===== src/rtl/slms_pkg.sv =====
// Shared types and constants for the scrolling LED matrix row scanner.
// No dependencies.
package slms_pkg;

	localparam int STORE_COLUMNS   = 256;
	localparam int DISPLAY_COLUMNS = 15;
	localparam int DISPLAY_ROWS    = 7;
	localparam int COLUMN_W        = 7;
	localparam int STORE_AW        = $clog2(STORE_COLUMNS);
	localparam int MSG_W           = 9;
	localparam int OFFSET_W        = 8;
	localparam int ROW_W           = $clog2(DISPLAY_ROWS);
	localparam int CNT_W           = $clog2(DISPLAY_COLUMNS);

	localparam logic [MSG_W-1:0] MSG_RESET = 9'd10;

	localparam logic ACTION_WRITE = 1'b0;
	localparam logic ACTION_SCAN  = 1'b1;

	typedef struct packed {
		logic                action;
		logic [7:0]          column_index;
		logic [COLUMN_W-1:0] column_data;
		logic [OFFSET_W-1:0] scroll_offset;
	} in_t;

	typedef struct packed {
		logic [14:0] column_bits;
		logic [6:0]  row_select;
	} out_t;

	// sequencer to datapath
	typedef struct packed {
		logic idle;
		logic div_en;
		logic rd_en;
		logic emit_en;
	} ctrl_t;

endpackage


===== src/rtl/scrolling_led_matrix_row_scanner.sv =====
// Scrolling LED matrix row scanner: a write stores one column; a scan gives its
// result after 8 remainder steps of the offset, 15 column-store reads, one drain
// and one emit (which waits while the output is stalled), and no new item is taken
// until the emit is done; writes are taken every cycle when not scanning.
// Asynchronous active-low reset clears row counter, sequencer and output valid;
// the column store is not cleared and message_columns resets to 10.
module scrolling_led_matrix_row_scanner
	import slms_pkg::*;
(
	input  logic             clk,
	input  logic             arst_n,
	input  logic             in_valid,
	output logic             in_stall,
	input  in_t              in_data,
	output logic             out_valid,
	input  logic             out_stall,
	output out_t             out_data,
	input  logic             cfg_valid,
	output logic             cfg_ready,
	input  logic [MSG_W-1:0] cfg_data
);

	ctrl_t                      ctrl;
	logic                       scan_go;
	logic                       wr_en;
	logic                       out_free;
	logic                       out_valid_q;
	out_t                       out_q;
	logic [MSG_W-1:0]           msg_cols_q;
	logic [DISPLAY_COLUMNS-1:0] col_bits;
	logic [DISPLAY_ROWS-1:0]    row_sel;

	assign in_stall  = !ctrl.idle;
	assign cfg_ready = ctrl.idle;
	assign scan_go   = in_valid && ctrl.idle && (in_data.action == ACTION_SCAN);
	assign wr_en     = in_valid && ctrl.idle && (in_data.action == ACTION_WRITE);
	assign out_free  = !out_valid_q || !out_stall;

	slms_seq u_seq (
		.clk      (clk),
		.arst_n   (arst_n),
		.scan_go  (scan_go),
		.out_free (out_free),
		.ctrl     (ctrl)
	);

	slms_datapath u_dp (
		.clk           (clk),
		.arst_n        (arst_n),
		.ctrl          (ctrl),
		.wr_en         (wr_en),
		.wr_index      (in_data.column_index),
		.wr_data       (in_data.column_data),
		.scan_go       (scan_go),
		.scroll_offset (in_data.scroll_offset),
		.msg_cols      (msg_cols_q),
		.column_bits   (col_bits),
		.row_select    (row_sel)
	);

	always_ff @(posedge clk or negedge arst_n) begin
		if (!arst_n) begin
			msg_cols_q  <= MSG_RESET;
			out_valid_q <= 1'b0;
		end else begin
			if (cfg_valid && cfg_ready)
				msg_cols_q <= cfg_data;
			if (ctrl.emit_en)
				out_valid_q <= 1'b1;
			else if (!out_stall)
				out_valid_q <= 1'b0;
		end
	end

	always_ff @(posedge clk) begin
		if (ctrl.emit_en) begin
			out_q.column_bits <= 15'(col_bits);
			out_q.row_select  <= 7'(row_sel);
		end
	end

	assign out_valid = out_valid_q;
	assign out_data  = out_q;

`ifndef NO_ASSERTIONS
	a_scan_busy: assert property (@(posedge clk) disable iff (!arst_n)
		(in_valid && !in_stall && in_data.action == ACTION_SCAN) |=> in_stall)
		else $error("scan accepted but next item not held off");

	a_row_onehot: assert property (@(posedge clk) disable iff (!arst_n)
		out_valid |-> $onehot(out_data.row_select))
		else $error("row select not one-hot");

	a_write_no_result: assert property (@(posedge clk) disable iff (!arst_n)
		(in_valid && !in_stall && in_data.action == ACTION_WRITE && !out_valid)
		|=> !out_valid)
		else $error("write transaction produced a result");
`endif

endmodule


===== src/rtl/slms_seq.sv =====
// Microcoded sequencer: program ROM, step counter and loop counter.
// Depends on slms_pkg.
module slms_seq
	import slms_pkg::*;
(
	input  logic  clk,
	input  logic  arst_n,
	input  logic  scan_go,
	input  logic  out_free,
	output ctrl_t ctrl
);

	localparam logic [2:0] OP_WAIT = 3'd0;
	localparam logic [2:0] OP_DIV  = 3'd1;
	localparam logic [2:0] OP_READ = 3'd2;
	localparam logic [2:0] OP_NOP  = 3'd3;
	localparam logic [2:0] OP_EMIT = 3'd4;

	localparam logic [1:0] C_ALWAYS   = 2'd0;
	localparam logic [1:0] C_SCAN     = 2'd1;
	localparam logic [1:0] C_CNT_ZERO = 2'd2;
	localparam logic [1:0] C_OUT_FREE = 2'd3;

	localparam logic [2:0] ST_WAIT  = 3'd0;
	localparam logic [2:0] ST_DIV   = 3'd1;
	localparam logic [2:0] ST_READ  = 3'd2;
	localparam logic [2:0] ST_DRAIN = 3'd3;
	localparam logic [2:0] ST_EMIT  = 3'd4;

	localparam logic [CNT_W-1:0] DIV_LAST  = CNT_W'(OFFSET_W - 1);
	localparam logic [CNT_W-1:0] READ_LAST = CNT_W'(DISPLAY_COLUMNS - 1);
	localparam logic [CNT_W-1:0] CNT_NONE  = '0;

	typedef struct packed {
		logic [2:0]       op;
		logic [1:0]       cond;
		logic [2:0]       target;
		logic [CNT_W-1:0] cnt_init;
	} uword_t;

	logic [2:0]       pc_q;
	logic [CNT_W-1:0] cnt_q;
	uword_t           uw;
	logic             taken;

	// program
	always_comb begin
		case (pc_q)
			ST_WAIT:  uw = '{OP_WAIT, C_SCAN,     ST_DIV,   DIV_LAST};
			ST_DIV:   uw = '{OP_DIV,  C_CNT_ZERO, ST_READ,  READ_LAST};
			ST_READ:  uw = '{OP_READ, C_CNT_ZERO, ST_DRAIN, CNT_NONE};
			ST_DRAIN: uw = '{OP_NOP,  C_ALWAYS,   ST_EMIT,  CNT_NONE};
			ST_EMIT:  uw = '{OP_EMIT, C_OUT_FREE, ST_WAIT,  CNT_NONE};
			default:  uw = '{OP_NOP,  C_ALWAYS,   ST_WAIT,  CNT_NONE};
		endcase
	end

	always_comb begin
		case (uw.cond)
			C_ALWAYS:   taken = 1'b1;
			C_SCAN:     taken = scan_go;
			C_CNT_ZERO: taken = (cnt_q == '0);
			C_OUT_FREE: taken = out_free;
			default:    taken = 1'b0;
		endcase
	end

	always_ff @(posedge clk or negedge arst_n) begin
		if (!arst_n) begin
			pc_q  <= ST_WAIT;
			cnt_q <= '0;
		end else if (taken) begin
			pc_q  <= uw.target;
			cnt_q <= uw.cnt_init;
		end else if (cnt_q != '0) begin
			cnt_q <= cnt_q - 1'b1;
		end
	end

	assign ctrl.idle    = (uw.op == OP_WAIT);
	assign ctrl.div_en  = (uw.op == OP_DIV);
	assign ctrl.rd_en   = (uw.op == OP_READ);
	assign ctrl.emit_en = (uw.op == OP_EMIT) && taken;

endmodule


===== src/rtl/slms_datapath.sv =====
// Datapath: column store, serial remainder unit, column shift register, row counter.
// Depends on slms_pkg.
module slms_datapath
	import slms_pkg::*;
(
	input  logic                        clk,
	input  logic                        arst_n,
	input  ctrl_t                       ctrl,
	input  logic                        wr_en,
	input  logic [STORE_AW-1:0]         wr_index,
	input  logic [COLUMN_W-1:0]         wr_data,
	input  logic                        scan_go,
	input  logic [OFFSET_W-1:0]         scroll_offset,
	input  logic [MSG_W-1:0]            msg_cols,
	output logic [DISPLAY_COLUMNS-1:0]  column_bits,
	output logic [DISPLAY_ROWS-1:0]     row_select
);

	logic [COLUMN_W-1:0]        mem [STORE_COLUMNS];
	logic [COLUMN_W-1:0]        rd_q;
	logic                       rd_s1;
	logic [STORE_AW-1:0]        idx_q;
	logic [OFFSET_W-1:0]        dvd_q;
	logic [DISPLAY_COLUMNS-1:0] bits_q;
	logic [ROW_W-1:0]           row_q;
	logic [MSG_W-1:0]           modulus;
	logic [MSG_W-1:0]           trial;
	logic [MSG_W-1:0]           idx_inc;

	always_comb begin
		if (msg_cols == '0)
			modulus = MSG_W'(1);
		else if (msg_cols > MSG_W'(STORE_COLUMNS))
			modulus = MSG_W'(STORE_COLUMNS);
		else
			modulus = msg_cols;
	end

	assign trial   = {idx_q, dvd_q[OFFSET_W-1]};
	assign idx_inc = {1'b0, idx_q} + 1'b1;

	always_ff @(posedge clk) begin
		if (wr_en)
			mem[wr_index] <= wr_data;
		if (ctrl.rd_en)
			rd_q <= mem[idx_q];
	end

	// idx_q holds the partial remainder, then walks the wrapped column index
	always_ff @(posedge clk) begin
		if (scan_go) begin
			idx_q <= '0;
			dvd_q <= scroll_offset;
		end else if (ctrl.div_en) begin
			idx_q <= (trial >= modulus) ? STORE_AW'(trial - modulus) : STORE_AW'(trial);
			dvd_q <= dvd_q << 1;
		end else if (ctrl.rd_en) begin
			idx_q <= (idx_inc == modulus) ? '0 : STORE_AW'(idx_inc);
		end
		if (rd_s1)
			bits_q <= {rd_q[row_q], bits_q[DISPLAY_COLUMNS-1:1]};
	end

	always_ff @(posedge clk or negedge arst_n) begin
		if (!arst_n) begin
			rd_s1 <= 1'b0;
			row_q <= '0;
		end else begin
			rd_s1 <= ctrl.rd_en;
			if (ctrl.emit_en)
				row_q <= (row_q == ROW_W'(DISPLAY_ROWS - 1)) ? '0 : row_q + 1'b1;
		end
	end

	assign column_bits = bits_q;
	assign row_select  = DISPLAY_ROWS'(1) << row_q;

endmodule

===== config.mk =====
export PLATFORM = sky130hd
export DESIGN_NAME = scrolling_led_matrix_row_scanner
export DESIGN_NICKNAME = d
export VERILOG_FILES = /design/src/rtl/slms_pkg.sv /design/src/rtl/scrolling_led_matrix_row_scanner.sv /design/src/rtl/slms_seq.sv /design/src/rtl/slms_datapath.sv
export SDC_FILE = /design/constraint.sdc
export NUM_CORES = 2
export LEC_CHECK = 0
export BUFFER_PORTS_ARGS = -buffer_cell sky130_fd_sc_hd__buf_4
export CORE_MARGIN = 4
export CORE_UTILIZATION = 36
export CTS_BUF_LIST = sky130_fd_sc_hd__clkbuf_4
export CTS_CLUSTER_DIAMETER = 120
export DETAILED_ROUTE_END_ITERATION = 10
export GPL_TIMING_DRIVEN = 0
export PLACE_DENSITY_LB_ADDON = 0.08
export SETUP_SLACK_MARGIN = 0.15
export SKIP_LAST_GASP = 1
export SLEW_MARGIN = 20
export SYNTH_ARGS = -nofsm -noshare
export SYNTH_HDL_FRONTEND = slang
export SYNTH_HIERARCHICAL = 1
export SYNTH_SLANG_ARGS = --single-unit

===== constraint.sdc =====
create_clock -name clk -period 6.3 [get_ports clk]
set_clock_uncertainty 0.15 [all_clocks]
set_input_delay 0.315 -clock clk [delete_from_list [all_inputs] [get_ports clk]]
set_output_delay 0.315 -clock clk [all_outputs]
set_load 0.01 [all_outputs]

==> summary.txt <==
Die
  – Num ports: 63
  – Core ar.: 205000 sq um
  – Chip width: around 460 microns
  – Die ar.: around 210000 sq um
  – Number of core rows: around 170
  – Die Y-Extent: around 460 microns
  – Starting Density: 36.2%

GRT
  – Initial antenna violation count: 37
  – GRT met1 Usage: between 40% and 50%
  – Vias in the first global route: 44398
  – Most used routing layer: met2
  – First-pass GRT wire length: 422 mm
  – Met3 Use GR: about 8.5%
  – Largest net degree at the start of global routing: 121
  – GRT Residual Overflow: 0
  – GRT met2 Usage: 45.8%
  – GRT Util Overall: slightly above 30%

Critical path
  – CP max stage cell: buf_2
  – WP buf/inv: 5
  – CP endpoint kind: flip-flop
  – Most common cell on crit path: buf_2
  – CP max FO: 10
  – CP required: between 7 and 8 ns
  – Kind of critical path: reg2reg
  – Top delay family on crit path: buffers and inverters
  – Startpoint types: flip-flop
  – CP arrival: approximately 6.7 ns
  – Crit-path cells: buf_4 > buf_4 > buf_2 > buf_2 > buf_2 > mux2i_1 > o221ai_1 > a21oi_1 > a22oi_1 > nand3_1 > o2111ai_1
  – Slowest Stage Delay on Critical Path: a little under 1 ns

Place
  – DP Area: approximately 80000 sq um
  – I/O Buffers: between 50 and 60
  – Detail Placement HPWL: about 210 mm
  – Dpl cells: 6601
  – Gpl congestion: 0.908

Pwr
  – Max VDD drop: around 0.00026 V
  – P_int: 24300 uW
  – Net Sw Frac: between 30 and 40%
  – Seq pwr share: 35.2%
  – Power share of the combinational group: 36.5%
  – P_leak: 0.0285 uW
  – PD cells: roughly 460 nW/um^2
  – Total power: ~40000 uW
  – Switch Pwr: between 15000 and 20000 uW
  – Clock power share: between 20% and 30%

Timing
  – Clock period minus worst slack: a little under 6 ns
  – Least-Margin Pin Slew: between 1 and 1.5 ns
  – Crit share post-route: slightly above 90%
  – Final hold vios: 0
  – Slew Limit Fails: 0
  – Fmax: approximately 0.17 GHz
  – Slew headroom: approximately an eighth
  – RSZ-0062 raised after global routing: no
  – Setup Viol. Count Final: 0
  – Setup_tns: 0 ns

Layout
  – Layout cells sized above 1: 32.1%
  – Utilization after layout: between 40% and 50%
  – Fin area: between 80000 and 90000 sq um
  – Area delta synth->final: 17.6%
  – Multi-input logic area: roughly 17000 sq um
  – Final Non-Filler Cells: 7598
  – Fillers: 18307
  – Sequential Area: 56100 sq um
  – Fin nets: 4595

Route
  – 1st-iter DRT viols: 6407
  – Total number of vias: approximately 46000
  – Wire per inst: ~43 microns
  – Drt first pass iters: 6
  – Final WL: ~330 mm
  – Vias/cell: approximately 6.0
  – Number of routed nets with antenna violations: 0
  – Drt drc: 0

Synthesis
  – Simple-Gate Fraction of Synth Area: approximately 3.6%
  – Cell count after synthesis: approximately 3800
  – Post-Syn Area: roughly 74000 sq um
  – XOR/XNOR share of the synthesized area: 0.155%
  – Post-synth EDFFs: around 1800
  – Main flop type after synthesis: edfxtp_1
  – Sequential element share of the synthesized area: between 70% and 80%
  – Synth Area in Adders: less than 1%
  – Post-Syn Nets: 3845
  – Multiplexer area fraction after synthesis: 14.2%
  – Number of distinct library cells after synthesis: 90
  – Mean area per synthesized cell: around 20 sq um
  – Post-synth top cells: edfxtp_1 (1844), mux4_2 (346), nor2_1 (311)
  – Compound-Gate Fraction of Synth Area: between 4 and 5%
  – Synth area leader: edfxtp_1
  – Register bit total from synthesis: about 1900
  – Largest family of logic cells by synthesized area: multiplexers
  – Largest cells by area after synthesis: edfxtp_1 (75%), mux4_2 (10%), mux2i_1 (2.8%), nor2_1 (1.6%), dfrtp_1 (0.64%)
  – Ys Warns: 6
  – Top cell type's share of synthesized area: 74.6%
  – Async S/R FF share, synth: under 10%
  – Most common cell in the netlist: edfxtp_1

Clock network
  – # Post-CTS Setup Buffers: 0
  – Clk_lat worst skew: around 1.4 ns
  – Max H-tree Level: 6
  – Clock transition at path regs: about 0.060 ns
  – CTS sink count: roughly 1900
  – TritonCTS Buffers: about 540
  – CTS tree: yes
  – Clock tree buffer depth: 4
  – Hold_buf cts: 90
  – Post-CTS sizing: 0
  – CTS root buf: clkbuf_4

Run status
  – Status: finished clean

Hold path
  – Hold WC Path Type: in2reg

Flow run
  – # Max-Cap Violations: 0
-- metrics by stage --
| step | hold slack [ns] | setup slack, ns |
|---|---|---|
| floorplan | -0.131 | 3.43 |
| global placement | 0.0943 | -0.828 |
| detailed placement | 0.0975 | 0.841 |
| CTS | 0.0229 | 0.852 |
| global route | 0.163 | 0.705 |
| finish | 0.225 | 0.515 |
-- power groups by stage --
stage / registers, uW / logic, uW / clock network, uW
finish: 14000 / 14600 / 11300
global route: 14100 / 14500 / 12300
CTS: 14000 / 14200 / 11500
detailed placement: 14300 / 14000 / 0
global placement: 14300 / 13600 / 0
floorplan: 14300 / 6320 / 0
-- tightest hold or removal path, delay by kind of cell --
family | cells | cell delay, ns
simple gates | 1 | 0.12
buf+inv | 3 | 1.18
-- logic make-up (layout without fill, tap and decap cells) --
kind of cell    count (synthesis)  count (layout)
flops                        1873            1873
simple gates                  599             599
mux                           598             598
compound gates                436             436
buf+inv                       263            1363
fa+ha+maj                      14              14
xor+xnor                       10              10
other cells                     0              17
-- flip-flops by register name, indices dropped and copies added (netlist names) --
register,cells
u_dp/mem,1792
out_data,22
u_dp/column_bits,15
msg_cols_q,9
u_dp/dvd_q,8
u_dp/idx_q,8
u_dp/rd_q,7
u_seq/cnt_q,4
u_dp/row_q,3
u_seq/pc_q,3
out_valid,1
u_dp/rd_s1,1
-- layout make-up --
cell class	count	area share [%]
Sequential cell	1873	64.2
Multi-Input combinational cell	1657	19.2
Clock buffer	790	6.79
Tap cell	2688	3.85
Timing Repair Buffer	210	3.41
Buffer	239	1.77
Clock inverter	100	0.698
Inverter	24	0.105
Antenna cell	17	0.0487
-- final timing paths --
path / start / to / slack, ns / cells past startpoint
min reg2reg: u_dp/column_bits[0] / out_data[7] / 0.28 / 0
max in group asynchronous: arst_n / msg_cols_q[3] / 5.33 / 5
max reg2reg: u_dp/idx_q[1] / u_dp/rd_q[2] / 0.52 / 11
min in group asynchronous: arst_n / u_dp/row_q[1] / 0.38 / 5
min: in_data[0] / u_dp/dvd_q[0] / 0.22 / 4
max: u_dp/idx_q[1] / u_dp/rd_q[2] / 0.52 / 11
-- per-layer routing --
layer	wire length [microns]	share of wire, %
met4	18200	5.6
met1	129000	40
met5	156	0.048
met2	146000	45
met3	32900	10
-- placed cells by master, fill, tap and decap left out, types with 42 or more instances in the layout --
master | netlist | final
clkbuf_4 | 0 | 790
dlygate4sd3_1 | 0 | 82
o22ai_1 | 42 | 42
mux2i_1 | 210 | 210
a21oi_1 | 88 | 88
nand3_1 | 48 | 48
clkbuf_1 | 95 | 42
nand2_1 | 118 | 118
nor2_1 | 311 | 305
buf_4 | 25 | 77
o21ai_0 | 52 | 52
edfxtp_1 | 1844 | 1844
mux4_2 | 346 | 346
buf_16 | 0 | 44
clkbuf_2 | 0 | 53
buf_2 | 75 | 82
a22oi_1 | 47 | 47
clkinv_1 | 2 | 65
Power figures use the tool's default switching activity.
